===== src/sv/clnws_pkg.sv =====
// Types, codes and helpers shared by the display write sequencer modules.
`timescale 1ns / 1ps

package clnws_pkg;

   localparam int QUEUE_DEPTH_DEF = 2;
   localparam int CSR_ADDR_W = 3;
   localparam int CSR_DATA_W = 32;
   localparam int TICK_W = 8;

   localparam logic [1:0] OP_TICK = 2'd0;
   localparam logic [1:0] OP_WRITE = 2'd1;
   localparam logic [1:0] OP_CURSOR = 2'd2;

   localparam logic CSR_IDX_HIGH = 1'b0;
   localparam logic CSR_IDX_LOW = 1'b1;

   localparam logic [TICK_W-1:0] HIGH_TICKS_RST = 8'd1;
   localparam logic [TICK_W-1:0] LOW_TICKS_RST = 8'd2;

   localparam logic [7:0] ROW0_BASE = 8'h80;
   localparam logic [7:0] ROW1_BASE = 8'hC0;

   typedef struct packed {
      logic [1:0] op;
      logic [7:0] byte_value;
      logic       is_character;
      logic       cursor_row;
      logic [5:0] cursor_col;
   } req_type;

   typedef struct packed {
      logic       select_pin;
      logic       enable_pin;
      logic [3:0] bus_nibble;
      logic       busy_res;
      logic       rejected;
   } rsp_type;

   typedef enum logic [1:0] {
      CMD_NONE,
      CMD_TICK,
      CMD_SEND
   } cmd_kind_type;

   typedef struct packed {
      cmd_kind_type kind;
      logic [7:0]   data;
      logic         select;
   } cmd_type;

   typedef struct packed {
      logic    valid;
      cmd_type cmd;
   } cmd_head_type;

   typedef enum logic [2:0] {
      PH_IDLE,
      PH_HI_EN,
      PH_HI_GAP,
      PH_LO_EN,
      PH_LO_GAP
   } phase_type;

   // A programmed count of zero behaves as a single tick.
   function automatic logic [TICK_W-1:0] ticks_of(input logic [TICK_W-1:0] v);
      return (v == '0) ? TICK_W'(1) : v;
   endfunction

endpackage


===== src/sv/clnws_front.sv =====
// Request decoder and command queue of the display write sequencer.
`timescale 1ns / 1ps

module clnws_front import clnws_pkg::*; #(
   parameter int QUEUE_DEPTH = QUEUE_DEPTH_DEF
) (
   input  logic         clock,
   input  logic         reset,
   input  logic         push,
   output logic         full,
   input  req_type      req_data,
   output cmd_head_type head,
   input  logic         deq
);

   localparam int PTR_W = (QUEUE_DEPTH > 1) ? $clog2(QUEUE_DEPTH) : 1;
   localparam int CNT_W = $clog2(QUEUE_DEPTH + 1);
   localparam logic [PTR_W-1:0] LAST_PTR = PTR_W'(QUEUE_DEPTH - 1);
   localparam logic [CNT_W-1:0] DEPTH_CNT = CNT_W'(QUEUE_DEPTH);

   cmd_type            slot_ff [QUEUE_DEPTH];
   cmd_type            cmd_in;
   logic [PTR_W-1:0]   wr_ptr_ff, wr_ptr_in;
   logic [PTR_W-1:0]   rd_ptr_ff, rd_ptr_in;
   logic [CNT_W-1:0]   count_ff, count_in;
   logic               enq;

   always_comb begin
      cmd_in.kind = CMD_NONE;
      cmd_in.data = req_data.byte_value;
      cmd_in.select = req_data.is_character;
      case (req_data.op)
         OP_TICK: begin
            cmd_in.kind = CMD_TICK;
         end
         OP_WRITE: begin
            cmd_in.kind = CMD_SEND;
         end
         OP_CURSOR: begin
            cmd_in.kind = CMD_SEND;
            cmd_in.data = (req_data.cursor_row ? ROW1_BASE : ROW0_BASE)
                          + {2'b00, req_data.cursor_col};
            cmd_in.select = 1'b0;
         end
         default: begin
            cmd_in.kind = CMD_NONE;
         end
      endcase
   end

   assign full = (count_ff == DEPTH_CNT);
   assign enq = push && !full;
   assign head.valid = (count_ff != '0);
   assign head.cmd = slot_ff[rd_ptr_ff];

   always_comb begin
      wr_ptr_in = wr_ptr_ff;
      rd_ptr_in = rd_ptr_ff;
      if (enq) begin
         wr_ptr_in = (wr_ptr_ff == LAST_PTR) ? '0 : wr_ptr_ff + PTR_W'(1);
      end
      if (deq) begin
         rd_ptr_in = (rd_ptr_ff == LAST_PTR) ? '0 : rd_ptr_ff + PTR_W'(1);
      end
      count_in = count_ff + CNT_W'(enq) - CNT_W'(deq);
   end

   always_ff @(posedge clock) begin
      if (reset) begin
         wr_ptr_ff <= '0;
         rd_ptr_ff <= '0;
         count_ff <= '0;
      end else begin
         wr_ptr_ff <= wr_ptr_in;
         rd_ptr_ff <= rd_ptr_in;
         count_ff <= count_in;
      end
   end

   always_ff @(posedge clock) begin
      if (enq) begin
         slot_ff[wr_ptr_ff] <= cmd_in;
      end
   end

endmodule


===== src/sv/clnws_back.sv =====
// Nibble write sequencer and result register of the display write sequencer.
`timescale 1ns / 1ps

module clnws_back import clnws_pkg::*; (
   input  logic               clock,
   input  logic               reset,
   input  logic [TICK_W-1:0]  high_ticks,
   input  logic [TICK_W-1:0]  low_ticks,
   input  cmd_head_type       head,
   output logic               deq,
   output logic               empty,
   input  logic               pop,
   output rsp_type            rsp_data
);

   phase_type          phase_ff, phase_in;
   logic [TICK_W-1:0]  ticks_ff, ticks_in;
   logic [7:0]         byte_ff, byte_in;
   logic               select_ff, select_in;
   logic               enable_ff, enable_in;
   logic [3:0]         nibble_ff, nibble_in;
   rsp_type            out_ff, out_in;
   logic               out_valid_ff, out_valid_in;
   logic               step;
   logic               rejected;

   assign step = head.valid && (!out_valid_ff || pop);
   assign deq = step;
   assign empty = !out_valid_ff;
   assign rsp_data = out_ff;

   always_comb begin
      phase_in = phase_ff;
      ticks_in = ticks_ff;
      byte_in = byte_ff;
      select_in = select_ff;
      enable_in = enable_ff;
      nibble_in = nibble_ff;
      rejected = 1'b0;
      if (step) begin
         case (head.cmd.kind)
            CMD_SEND: begin
               if (phase_ff != PH_IDLE) begin
                  rejected = 1'b1;
               end else begin
                  byte_in = head.cmd.data;
                  select_in = head.cmd.select;
                  nibble_in = head.cmd.data[7:4];
                  enable_in = 1'b1;
                  ticks_in = ticks_of(high_ticks);
                  phase_in = PH_HI_EN;
               end
            end
            CMD_TICK: begin
               if (phase_ff != PH_IDLE) begin
                  if (ticks_ff > TICK_W'(1)) begin
                     ticks_in = ticks_ff - TICK_W'(1);
                  end else begin
                     case (phase_ff)
                        PH_HI_EN: begin
                           enable_in = 1'b0;
                           ticks_in = ticks_of(low_ticks);
                           phase_in = PH_HI_GAP;
                        end
                        PH_HI_GAP: begin
                           nibble_in = byte_ff[3:0];
                           enable_in = 1'b1;
                           ticks_in = ticks_of(high_ticks);
                           phase_in = PH_LO_EN;
                        end
                        PH_LO_EN: begin
                           enable_in = 1'b0;
                           ticks_in = ticks_of(low_ticks);
                           phase_in = PH_LO_GAP;
                        end
                        default: begin
                           enable_in = 1'b0;
                           ticks_in = '0;
                           phase_in = PH_IDLE;
                        end
                     endcase
                  end
               end
            end
            default: begin
               rejected = 1'b0;
            end
         endcase
      end
      out_in.select_pin = select_in;
      out_in.enable_pin = enable_in;
      out_in.bus_nibble = nibble_in;
      out_in.busy_res = (phase_in != PH_IDLE);
      out_in.rejected = rejected;
      if (step) begin
         out_valid_in = 1'b1;
      end else if (pop) begin
         out_valid_in = 1'b0;
      end else begin
         out_valid_in = out_valid_ff;
      end
   end

   always_ff @(posedge clock) begin
      if (reset) begin
         phase_ff <= PH_IDLE;
         ticks_ff <= '0;
         byte_ff <= '0;
         select_ff <= 1'b0;
         enable_ff <= 1'b0;
         nibble_ff <= '0;
         out_valid_ff <= 1'b0;
      end else begin
         phase_ff <= phase_in;
         ticks_ff <= ticks_in;
         byte_ff <= byte_in;
         select_ff <= select_in;
         enable_ff <= enable_in;
         nibble_ff <= nibble_in;
         out_valid_ff <= out_valid_in;
      end
   end

   always_ff @(posedge clock) begin
      if (step) begin
         out_ff <= out_in;
      end
   end

endmodule


===== src/sv/char_lcd_nibble_write_sequencer.sv =====
// Top level of the 4-bit character display write sequencer with its register port.
`timescale 1ns / 1ps

// Each request (a tick, a byte write or a cursor move) yields exactly one result
// that shows the select, enable and data pin levels after the request, whether a
// transfer is running, and whether the request was dropped for arriving while
// busy. One request is taken per clock cycle while the queue is not full; its
// result reaches the result ports through the command queue and then the result
// register when the result side keeps up, the request waiting at the head of the
// command queue until the result register takes it. The queue depth sets how many requests can wait before
// full rises. The timing registers lie at byte addresses 0 (enable high ticks)
// and 4 (enable low ticks) and should only be written while no request is
// outstanding.
module char_lcd_nibble_write_sequencer import clnws_pkg::*; #(
   parameter int QUEUE_DEPTH = QUEUE_DEPTH_DEF
) (
   input  logic                   clock,
   input  logic                   reset,
   input  logic                   push,
   output logic                   full,
   input  req_type                req_data,
   output logic                   empty,
   input  logic                   pop,
   output rsp_type                rsp_data,
   input  logic                   psel,
   input  logic                   penable,
   input  logic                   pwrite,
   input  logic [CSR_ADDR_W-1:0]  paddr,
   input  logic [CSR_DATA_W-1:0]  pwdata,
   output logic [CSR_DATA_W-1:0]  prdata,
   output logic                   pready
);

   logic [TICK_W-1:0]  high_ticks_ff, high_ticks_in;
   logic [TICK_W-1:0]  low_ticks_ff, low_ticks_in;
   logic               csr_write;
   logic               csr_index;
   cmd_head_type       head;
   logic               deq;

   assign pready = 1'b1;
   assign csr_write = psel && penable && pwrite && pready;
   assign csr_index = paddr[2];

   always_comb begin
      high_ticks_in = high_ticks_ff;
      low_ticks_in = low_ticks_ff;
      if (csr_write) begin
         case (csr_index)
            CSR_IDX_HIGH: begin
               high_ticks_in = pwdata[TICK_W-1:0];
            end
            CSR_IDX_LOW: begin
               low_ticks_in = pwdata[TICK_W-1:0];
            end
            default: begin
               high_ticks_in = high_ticks_ff;
            end
         endcase
      end
      prdata = (csr_index == CSR_IDX_LOW) ? CSR_DATA_W'(low_ticks_ff)
                                          : CSR_DATA_W'(high_ticks_ff);
   end

   always_ff @(posedge clock) begin
      if (reset) begin
         high_ticks_ff <= HIGH_TICKS_RST;
         low_ticks_ff <= LOW_TICKS_RST;
      end else begin
         high_ticks_ff <= high_ticks_in;
         low_ticks_ff <= low_ticks_in;
      end
   end

   clnws_front #(
      .QUEUE_DEPTH(QUEUE_DEPTH)
   ) u_front (
      .clock    (clock),
      .reset    (reset),
      .push     (push),
      .full     (full),
      .req_data (req_data),
      .head     (head),
      .deq      (deq)
   );

   clnws_back u_back (
      .clock      (clock),
      .reset      (reset),
      .high_ticks (high_ticks_ff),
      .low_ticks  (low_ticks_ff),
      .head       (head),
      .deq        (deq),
      .empty      (empty),
      .pop        (pop),
      .rsp_data   (rsp_data)
   );

endmodule


===== config.mk =====
export PLATFORM = sky130hd
export DESIGN_NAME = char_lcd_nibble_write_sequencer
export DESIGN_NICKNAME = d
export VERILOG_FILES = /design/src/sv/clnws_pkg.sv /design/src/sv/clnws_front.sv /design/src/sv/clnws_back.sv /design/src/sv/char_lcd_nibble_write_sequencer.sv
export SDC_FILE = /design/constraint.sdc
export NUM_CORES = 1
export LEC_CHECK = 0
export ABC_AREA = 1
export BUFFER_PORTS_ARGS = -buffer_cell sky130_fd_sc_hd__buf_2
export CORE_UTILIZATION = 52
export CTS_CLUSTER_SIZE = 8
export DETAILED_ROUTE_END_ITERATION = 8
export PLACE_DENSITY = 0.79
export REMOVE_ABC_BUFFERS = 1
export SYNTH_ARGS = -nofsm -noshare
export SYNTH_HDL_FRONTEND = slang
export SYNTH_HIERARCHICAL = 1
export SYNTH_SLANG_ARGS = --single-unit

===== constraint.sdc =====
create_clock -name clock -period 2.46 [get_ports clock]
set_input_delay 0.123 -clock clock [delete_from_list [all_inputs] [get_ports clock]]
set_output_delay 0.123 -clock clock [all_outputs]
set_load 0.005 [all_outputs]

[Word-level counts from Yosys, hierarchy flattened]
Memories as Yosys holds them, arrays and structs flattened. A register that Yosys moved wholly into a read port is not among the register bits.
Index checks and enable logic that the tools add are counted.
Storage, ports and cells
  register bits: 50
  memories: 1
  bits in writable memories: 22
  logic and storage cells: 99
Operators by class
  $lt $le $gt $ge: 1
  reduce and logical (&&, ||, !) cells: 21
  equal/unequal tests: 10
  bitwise gates (word level): 2
  add/sub/neg operators: 6
  mux-type cells: 41
Memories
  u_front.slot_ff: words 2, bits a word 11, read ports 1, clocked after Yosys merged registers in 1, wr ports 1, line clnws_front.sv:21  | cmd_type slot_ff [QUEUE_DEPTH];
Operators by type and width (count)
  $mux W8: 6
  $pmux W8 S2: 2
  $mux W4: 5
  $mux W1: 17
  $logic_not A8 Y1: 2
  $mux W3: 4
  $mux W9: 1
  $pmux W3 S3: 1
  $add A8 B6 Y8: 1
  $gt A8 B1 Y1 const B: 1
  $pmux W4 S2: 1
  $sub A8 B1 Y8 const B: 1
  $mux W7: 1
  $eq A2 B2 Y1 const B: 3
  $eq A3 B2 Y1 const B: 2
  $pmux W3 S2: 1
  $reduce_bool A2 Y1: 3
  $reduce_bool A3 Y1: 2
  $eq A2 B1 Y1 const B: 2
  $logic_and A1 B1 Y1: 4
  $pmux W2 S2: 1
  $reduce_and A2 Y1: 2
  $reduce_and A4 Y1: 1
  $reduce_or A2 Y1: 2
  other kinds (12): 15

[Depth between registers and ports, before layout]
Gate-level depths: netlist (run 1).
  word-level depth: 7
  gate-level depth with buffers: 13
  mapped depth without buffers: 12

[Hierarchy]
Netlist (run 1), hierarchy kept.
By module, submodules not included
  clnws_back: cells an instance 276, times used 1, area an instance 1828.0 um^2, seq. area each 680.7 um^2
  clnws_front: cells an instance 98, times used 1, area an instance 1203.7 um^2, seq. area each 760.7 um^2
  char_lcd_nibble_write_sequencer: cells an instance 150, times used 1, area an instance 987.2 um^2, seq. area each 320.3 um^2

[Least setup slack after synthesis (run 1)]
No wires, ideal clock.
  path type: register to register
  start: register u_front.count_ff[0]
  end: register u_back.out_ff (netlist bit u_back/rsp_data[1]) (data pin)
  setup time: 259 ps
  cell stages (with the launch flop): 10
  period minus slack after synthesis: 2008 ps
  data required time: 2201 ps
  arrival: 1750 ps
  buffers on the path: 0
  slack: 452 ps
  path through: dfxtp_1 -> inv_1 -> nand2_1 -> inv_1 -> a21oi_1 -> nand2_1 -> nor2_1 -> o21ai_0 -> nand2_1 -> nand3_1
RTL lines
  start: declaration: line clnws_front.sv:25  | logic [CNT_W-1:0] count_ff, count_in;
  start signal: assignment: line clnws_front.sv:76  | count_ff <= count_in;
  end signal: assignment: line clnws_back.sv:126  | out_ff <= out_in;
  end: declaration: line clnws_back.sv:22  | rsp_type out_ff, out_in;

[Worst setup path after layout (run 1)]
  start: register u_back.ticks_ff[0]
  end: register u_back.out_ff (netlist bit u_back/rsp_data[3]) (data pin)
Between the ends
  word-level cells in the longest chain between the ends: 5
Ends and longest elaborated chain
  start: declaration: line clnws_back.sv:17  | logic [TICK_W-1:0] ticks_ff, ticks_in;
  start signal: assignment: line clnws_back.sv:115  | ticks_ff <= ticks_in;
  $gt A8 B1 Y1: line clnws_back.sv:56  | if (ticks_ff > TICK_W'(1)) begin
  $mux W4: line clnws_back.sv:56
  $mux W4: line clnws_back.sv:55  | if (phase_ff != PH_IDLE) begin
  $pmux W4 S2: line clnws_back.sv:41  | case (head.cmd.kind)
  $mux W4: line clnws_back.sv:40  | if (step) begin
  via u_back.nibble_in[1]: line clnws_back.sv:21  | logic [3:0] nibble_ff, nibble_in;
The timed path passes the listed nets, and every way through them passes these cells.
A chain may end at the register's enable or synchronous reset.

==> results of run 1 <==
-- power by group through the flow --
stage	Combinational [mW]	Sequential (mW)	Clock, mW
floorplan	1.36	1.73	0
global placement	1.78	1.73	0
detailed placement	1.85	1.74	0
CTS	1.86	1.71	1.06
global route	2.11	1.74	1.10
finish	1.87	1.71	1.04
-- worst paths after layout --
path                            from            endpoint  slack [ns]
hold reg to reg     u_back/enable_ff    u_back/enable_ff        0.48
hold / removal             pwdata[0]    high_ticks_ff[0]        0.01
setup / recovery  u_back/ticks_ff[0]  u_back/rsp_data[3]        0.39
setup reg to reg  u_back/ticks_ff[0]  u_back/rsp_data[3]        0.39
-- routing by layer --
metal / wire, um / global-route usage, % / up-vias / share of wire (%)
met5: 0 / 0 / - / 0
met4: 159 / 8.468 / 0 / 2.0
met3: 454 / 4.061 / 12 / 5.8
met2: 3736 / 34.68 / 124 / 47
met1: 3530 / 24.70 / 1506 / 45
li1: - / - / 1713 / -
-- cell type report --
type | instances | area (um^2)
tap | 99 | 123.9
clock buffer | 9 | 123.9
inverter | 59 | 224.0
multi-input combinational | 378 | 1837
clock inverter | 7 | 93.84
timing repair buffer | 56 | 295.3
fill | 662 | 2910
sequential | 73 | 1762
-- cell usage in the layout, fill, tap and decap left out --
cell type and instances:
bufinv_16 2, buf_2 51, nand3_2 2, nor2_2 3, edfxtp_1 30, inv_6 1
nand2_2 3, buf_4 4, nand4_1 8, nand2_1 148, inv_2 5, inv_1 53
nand3_1 37, conb_1 25, nor2_4 6, dfxtp_1 43, dlygate4sd3_1 1, inv_4 1
xnor2_1 1, a21oi_1 14, o21ai_0 16, o21ai_1 10, mux2_4 10, clkinv_2 2
nand2_4 1, clkinvlp_4 2, nor2_1 78, or2_0 1, nor3_1 2, or2_2 2
mux2_2 1, nor3_4 1, ha_1 8, a21boi_0 1, clkbuf_8 9
-- metrics by stage --
step           std cells  cell area, um^2  hold slack, ns  setup WS (ns)
2_1_floorplan        510             3822          0.1921         0.1063
3_3_place_gp         664             4232          0.3523         0.4814
3_5_place_dp         664             4232          0.3614         0.4249
4_1_cts              681             4459       0.0006026         0.4075
5_1_grt              681             4459        0.007421         0.2165
6_report             681             4459        0.009501         0.3912
-- registers in the layout, summed over array words and instances, names as in the netlist, 3 cells and up, named ones only --
name,count
u_back/ticks_ff,8
low_ticks_ff,8
u_back/phase_ff,3
high_ticks_ff,8
u_back/byte_ff,4
u_back/rsp_data,8
u_front/slot_ff,22
u_back/nibble_ff,4
-- tightest hold or removal path, stage by stage --
cell	delay, ns
buf_2	0.09
nand2_1	0.05
nand3_1	0.07
-- cell families (layout without fill, tap and decap cells) --
group	count (synthesis)	after routing	share of synthesized area, %
compound gates	41	41	5.168
xor+xnor	1	1	0.2180
fa+ha+maj	8	8	2.491
buf+inv	96	131	12.61
flops	73	73	43.84
mux	11	11	4.016
other cells	2	25	0.1869
simple gates	292	292	31.48
==> impl_metrics.ini, run 1 <==
[clocking]
path_clk_slew_ns = 0.08
cts_max_path_buffers = 2
clk_latency_ns = 0.35
cts_repair_resize_count = 0
numClockSinks = 73
hold_buffers = 1
ctsRootBufferMaster = clkbuf_8
cts_tree = built
postCtsSetupRepairBufs = 0
h-tree-depth = 3
cts_made_buffers = 9

[global_routing]
grt_usage_pct = 20.19
grt-ovfl-total = 0
antenna_found_initial = 0
grt_pass1_wl_um = 13300
grt_max_degree = 19
first_global_vias = 3049

[route]
drt-wirelength-per-cell_um = 11.57
detail-route-antenna-nets = 0
vias_per_cell = 4.927
wl_um = 7880
drc = 0
drt-pass1-iter-count = 5
drtIter0Drc = 127
via_count = 3355

[layout]
final_util_pct = 60.51
drive_gt1_share_pct = 18.21
fin_nets = 645
antenna_cells = 0
area_delta_synth_final_pct = 10.96

[worst_hold_path]
holdPathStages = 3
hp-class = in -> reg

[synthesis]
ys_ff_latch = 73
netlist_instances = 524
synthTopCellsByCount = nand2_1, nor2_1, inv_1, dfxtp_1, nand3_1
yosysSeqAreaShare_pct = 43.84
ys_types = 33
synth_edf_count = 30
synth_most_common_cell = nand2_1
avgSynthCellArea_um2 = 7.670
synth_area_um2 = 4019
ys.flop_type = dfxtp_1
ys_warn_count = 6
postSynth.asyncResetShare_pct = 0
synth_top_area_cell = edfxtp_1
synth_area_leaders = edfxtp_1, dfxtp_1, nand2_1
yosysTopAreaCellShare_pct = 22.42

[worst_setup_path]
worstSetupPathDepth = 11
crit_chain = inv_1, ha_1, inv_1, nand2_1, nand2_1, nor2_4, nand2_2, nand2_2, nand2_1, nand2_1, nand2_1
worstPathRequired_ns = 2.57
reg2reg_depth = 11
arrival_ns = 2.18
crit_path_max_incr_delay_ns = 0.34
crit_type = reg -> reg
cp.buffers_inverters = 2
cpMostUsedCell = nand2_1
slowest_stage = dfxtp_1
cp-start-kind = flop
cp_max_fo = 16
cp-end-kind = flop
crit_family = simple AND/OR/NAND/NOR gates

[timing]
fin_tns_setup_ns = 0
period_share_pct = 84.10
fmax_ghz = 0.4834
timing.final.crit_period_ns = 2.069
hold_viol = 0
fin_skew_ns = 0.005725
slew_viol_final = 0
grt_setup_unrepaired = no
setup_viol_count_final = 0

[flow_run]
maxCapViolCount = 0

[power]
swShare_pct = 39.09
p_per_area_nw_per_um2 = 1037
pwr-share-seq_pct = 37.0
internal_power_mw = 2.815
p_leak_nw = 2.150
switchingPower_mw = 1.807
peakVddDrop_mv = 0.6012
p_comb_share_pct = 40.4
total_power_mw = 4.622
p_clk_share_pct = 22.5

[placed_design]
detailed_place_hpwl_um = 5766
io_buffer_count = 51
gp_congestion = 0.8578

[floorplanning]
fp.dieH_um = 89.91
rows = 31
ios = 103
start_util_pct = 54.53
fp.coreArea_um2 = 7370
fp.dieW_um = 89.91
die-area_um2 = 8084

[run_status]
outcome = finished, final reports clean
No activity file was read; power rests on OpenSTA's default activity.
==> run 2, diff against run 1 <==
--- a/config.mk
+++ b/config.mk
@@ -7,10 +7,10 @@
 export LEC_CHECK = 0
 export ABC_AREA = 1
 export BUFFER_PORTS_ARGS = -buffer_cell sky130_fd_sc_hd__buf_2
-export CORE_UTILIZATION = 52
+export CORE_UTILIZATION = 48
 export CTS_CLUSTER_SIZE = 8
 export DETAILED_ROUTE_END_ITERATION = 8
-export PLACE_DENSITY = 0.79
+export PLACE_DENSITY = 0.76
 export REMOVE_ABC_BUFFERS = 1
 export SYNTH_ARGS = -nofsm -noshare
 export SYNTH_HDL_FRONTEND = slang
==> constraint.sdc (replaced) <==
create_clock -name clock -period 1.7 [get_ports clock]
set_input_delay 0.085 -clock clock [delete_from_list [all_inputs] [get_ports clock]]
set_output_delay 0.085 -clock clock [all_outputs]
set_load 0.005 [all_outputs]
==> run 2 against run 1 <==
The run now ends with negative setup slack left; setup slack got worse by 0.49 ns; sequential share of layout area decreased by 5.0 points; fmax increased by 15%; global-route usage increased by 1.4 points; die area increased by 8.1%.
==> impl_metrics.ini, run 2 (same netlist as run 1, synthesis figures left out) <==
[clocking]
cts_max_path_buffers = 2
h-tree-depth = 3
clk_latency_ns = 0.36
ctsRootBufferMaster = clkbuf_8
cts_made_buffers = 9
path_clk_slew_ns = 0.09
numClockSinks = 73
cts_tree = built

[layout]
regMostFlops = u_front/slot_ff
area_delta_synth_final_pct = 27.58
fillCellCount = 655
drive_gt1_share_pct = 33.39
final_common_cell = nand2_1
multi_input_area_um2 = 2120
fin_nets = 686
antenna_cells = 0
most-common-layout-cells = nand2_1, nor2_1, buf_2
largest_reg_flops = 22
register_area_um2 = 1770

[timing]
fmax_ghz = 0.5548
slew_viol_final = 0
period_share_pct = 106.0
timing.final.crit_period_ns = 1.802
grt_setup_unrepaired = yes
hold_viol = 0
hold_ws_ns = 0.02052
fin_skew_ns = 0.01333
finalWorstSetupSlack_ns = -0.1025
fin_tns_setup_ns = -0.6157
setup_viol_count_final = 16

[route]
via_count = 3703
vias_per_cell = 5.087
wl_um = 9972
drt-pass1-iter-count = 6
drtIter0Drc = 214
drc = 0
detail-route-antenna-nets = 0
drt-wirelength-per-cell_um = 13.70

[global_routing]
grt_max_degree = 19
antenna_found_initial = 0
grt-ovfl-total = 0
first_global_vias = 3349
grt_pass1_wl_um = 14690
grt_usage_pct = 21.55

[floorplanning]
ios = 103
fp.dieW_um = 93.50
die-area_um2 = 8742
fp.coreArea_um2 = 8175
rows = 33
fp.dieH_um = 93.50
start_util_pct = 49.16

[worst_setup_path]
cp-start-kind = flop
arrival_ns = 2.03
crit_chain = mux2_4, inv_2, ha_4, inv_4, a21oi_4, nand3_4, buf_6, a21oi_1, a21oi_1
cp-end-kind = flop
crit_type = reg -> reg
slowest_stage = dfxtp_2
cpMostUsedCell = a21oi_1
cp.buffers_inverters = 3
crit_family = compound AO/OA/AOI/OAI gates
crit_path_max_incr_delay_ns = 0.37
cp_max_fo = 3
worstPathRequired_ns = 1.93

[flow_run]
maxCapViolCount = 0

[power]
p_clk_share_pct = 18.4
switchingPower_mw = 3.455
peakVddDrop_mv = 0.5821
p_comb_share_pct = 51.2
p_leak_nw = 2.426
internal_power_mw = 4.891
p_per_area_nw_per_um2 = 1628
pwr-share-seq_pct = 30.4
swShare_pct = 41.40

[placed_design]
detailed_place_hpwl_um = 6235
io_buffer_count = 51
gp_congestion = 0.8574

[run_status]
violations = negative setup slack
outcome = finished with violations

[worst_hold_path]
hp-class = in -> reg
==> run 2: what timing repair did <==
action / in CTS / in global routing
gates cloned: 2 / 0
resized for setup: 44 / 65
endpoints found under the setup margin: 27 / 25
buffers inserted: 3 / 10
hold buffers: 3 / 0
endpoints found under the hold margin: 4 / 0
pin swaps: 26 / 31
==> run 2: power groups by stage <==
stage                     Clock (mW)  Sequential, mW  Combinational (mW)
after floorplan                    0            2.51                1.97
after global placement             0            2.51                2.98
after detailed placement           0            2.53                3.08
after CTS                       1.55            2.50                3.43
after global routing            1.62            2.57                4.69
final                           1.54            2.53                4.27
==> run 2: final cells by class <==
type	count	area share (%)
multi-input combinational	379	41.34
sequential	73	34.53
timing repair buffer	95	12.25
inverter	59	4.807
tap	105	2.562
clock buffer	9	2.416
clock inverter	7	1.952
timing repair inverter	1	0.1464
==> run 2: tightest hold or removal path: stages <==
cell and delay [ns]:
buf_2 0.07, nand2_1 0.04, nand2_1 0.07
==> run 2: path summary, 6_finish.rpt <==
kind                     from               endpoint  slack [ns]  cells past startpoint
min reg2reg  u_back/enable_ff       u_back/enable_ff        0.47                      2
max reg2reg              flop     u_back/ticks_ff[6]       -0.10                      9
max                      flop     u_back/ticks_ff[6]       -0.10                      9
min               req_data[9]  u_front/slot_ff[0][2]        0.02                      3
==> run 2: metal layers <==
metal	up-vias	GRT usage, %	share of wire [%]
met5	-	0	0
met4	0	10.26	4.0
met3	35	4.065	4.7
met2	143	37.19	51
met1	1717	25.72	41
li1	1808	-	-
==> run 2: through the flow <==
step	cells	total power, mW	cell area, um^2	utilization (%)	setup WS [ns]
floorplan	510	4.479	3822	-	-0.6537
global placement	695	5.491	4427	54.15	-0.1344
detailed placement	695	5.603	4427	54.15	-0.2183
CTS	719	7.475	4831	59.09	-0.02313
global route	728	8.891	5127	62.72	-0.1411
finish	728	8.346	5127	62.72	-0.1025
==> run 3, diff against run 2 <==
--- a/config.mk
+++ b/config.mk
@@ -7,10 +7,11 @@
 export LEC_CHECK = 0
 export ABC_AREA = 1
 export BUFFER_PORTS_ARGS = -buffer_cell sky130_fd_sc_hd__buf_2
-export CORE_UTILIZATION = 48
+export CORE_UTILIZATION = 52
 export CTS_CLUSTER_SIZE = 8
 export DETAILED_ROUTE_END_ITERATION = 8
-export PLACE_DENSITY = 0.76
+export PLACE_DENSITY = 0.79
+export RECOVER_POWER = 25
 export REMOVE_ABC_BUFFERS = 1
 export SYNTH_ARGS = -nofsm -noshare
 export SYNTH_HDL_FRONTEND = slang
==> constraint.sdc (replaced) <==
create_clock -name clock -period 2.1 [get_ports clock]
set_input_delay 0.315 -clock clock [delete_from_list [all_inputs] [get_ports clock]]
set_output_delay 0.315 -clock clock [all_outputs]
set_load 0.005 [all_outputs]
==> run 3 against run 2 <==
The run now ends clean; critical path type unchanged; die area fell by 7.5%; critical endpoint is now u_back/rsp_data[6]; routed wire length fell by 20%; largest cell class unchanged; core utilization shrank 1.6 points; register-to-register slack gained 0.25 ns.
==> impl_metrics.ini, run 3 (same netlist as run 1, synthesis figures left out) <==
[timing]
timing.final.crit_period_ns = 1.948
fin_skew_ns = 0.008828
slew_headroom_pct = 37.12
slew_viol_final = 0
setup_viol_count_final = 0
tightest_slew_ns = 0.9433
hold_viol = 0
fmax_ghz = 0.5135
grt_setup_unrepaired = no
fin_tns_setup_ns = 0
period_share_pct = 92.74

[layout]
drive_gt1_share_pct = 19.22
regMostFlops = u_front/slot_ff
area_delta_synth_final_pct = 12.08
final_util_pct = 61.12
fin_area_um2 = 4504
antenna_cells = 0
largest_reg_flops = 22
most-common-layout-cells = nand2_1, nor2_1, inv_1
fin_nets = 651
final_common_cell = nand2_1

[worst_setup_path]
arrival_ns = 2.03
crit_family = simple AND/OR/NAND/NOR gates
slowest_stage = dfxtp_2
cp-end-kind = flop
crit_chain = mux2_2, ha_1, inv_1, nor2_1, inv_1, nand3_1, nand2_1, nand2_1
cp_max_fo = 7
cp.buffers_inverters = 2
worstPathRequired_ns = 2.18
cp-start-kind = flop
crit_path_max_incr_delay_ns = 0.36
crit_type = reg -> reg

[power]
p_per_area_nw_per_um2 = 1251
swShare_pct = 38.92
total_power_mw = 5.637
p_leak_nw = 2.170
p_clk_share_pct = 19.1
switchingPower_mw = 2.194
internal_power_mw = 3.443
peakVddDrop_mv = 0.4755
pwr-share-seq_pct = 35.6
p_comb_share_pct = 45.3

[global_routing]
grt_usage_pct = 20.27
grt-ovfl-total = 0
grt_pass1_wl_um = 13470
grt_max_degree = 19
antenna_found_initial = 0
first_global_vias = 3118

[route]
drc = 0
via_count = 3368
vias_per_cell = 4.902
drt-wirelength-per-cell_um = 11.66
detail-route-antenna-nets = 0
drtIter0Drc = 243
wl_um = 8013
drt-pass1-iter-count = 5

[placed_design]
dpl_cell_area_um2 = 4247
io_buffer_count = 51
gp_congestion = 0.8774
detailed_place_hpwl_um = 5755

[clocking]
clk_latency_ns = 0.34
cts_made_buffers = 9
h-tree-depth = 3
path_clk_slew_ns = 0.08
cts_max_path_buffers = 2
numClockSinks = 73
ctsRootBufferMaster = clkbuf_8
cts_tree = built
hold_buffers = 0

[run_status]
outcome = finished, final reports clean

[worst_hold_path]
hp-class = in -> reg

[floorplanning]
ios = 103
fp.coreArea_um2 = 7370
start_util_pct = 54.53
fp.dieW_um = 89.91
die-area_um2 = 8084
rows = 31
fp.dieH_um = 89.91

[flow_run]
maxCapViolCount = 0
-- run 3: changes by cell type in the layout (fill, tap and decap cells not counted), moves of 7 or more --
cell,previous run,this run
nand2_1,131,147
o21ai_0,7,15
buf_4,34,10
nor2_4,12,5
nor2_1,71,79
nand2_2,14,4
inv_1,41,53
o21ai_2,9,0
inv_4,8,1
-- run 3: metal layers --
layer / global-route usage (%) / share of wire [%] / routed length [um] / up-vias
met5: 0 / 0 / 0 / -
met4: 7.930 / 1.6 / 128 / 0
met3: 2.623 / 4.2 / 338 / 19
met2: 36.09 / 49 / 3948 / 109
met1: 24.89 / 45 / 3597 / 1514
li1: - / - / - / 1726
-- run 3: worst paths after layout --
kind	slack [ns]	from	depth (start not counted)	end
max reg2reg	0.15	flop	8	u_back/rsp_data[6]
min	0.20	pwdata[1]	3	low_ticks_ff[1]
min reg2reg	0.48	u_back/nibble_ff[3]	2	u_back/nibble_ff[3]
max	0.15	flop	8	u_back/rsp_data[6]
-- run 3: area by class of cell --
cell class	count	area [um^2]
Inverter	59	229.0
Fill cell	661	2865
Tap cell	99	123.9
Clock buffer	9	123.9
Timing Repair Buffer	62	347.8
Sequential cell	73	1763
Clock inverter	7	68.82
Multi-Input combinational cell	378	1848
-- run 3: through the flow --
stage,instances,hold slack [ns],setup slack (ns)
2_1_floorplan,510,0.3841,-0.2537
3_3_place_gp,666,0.4591,0.1391
3_5_place_dp,666,0.4634,0.08780
4_1_cts,682,0.1878,0.06771
5_1_grt,687,0.1999,0.002994
6_report,687,0.1975,0.1525
-- run 3: what timing repair did --
action,CTS,global route
endpoints found under the setup margin,0,15
resized for setup,0,8
setup buffers,0,5
endpoints found under the hold margin,0,0
-- run 3: worst min-delay path: cells and delay by family --
| family | cells | cell delay [ns] |
|---|---|---|
| buffers and inverters | 1 | 0.08 |
| AND/OR/NAND/NOR | 2 | 0.11 |
-- run 3: power by group through the flow --
stage | clock (mW) | sequential (mW) | combinational, mW
5_1_grt | 1.17 | 2.05 | 2.85
3_5_place_dp | 0 | 2.03 | 2.18
3_3_place_gp | 0 | 2.02 | 2.10
2_1_floorplan | 0 | 2.03 | 1.59
6_report | 1.08 | 2.01 | 2.55
4_1_cts | 1.10 | 2.00 | 2.20
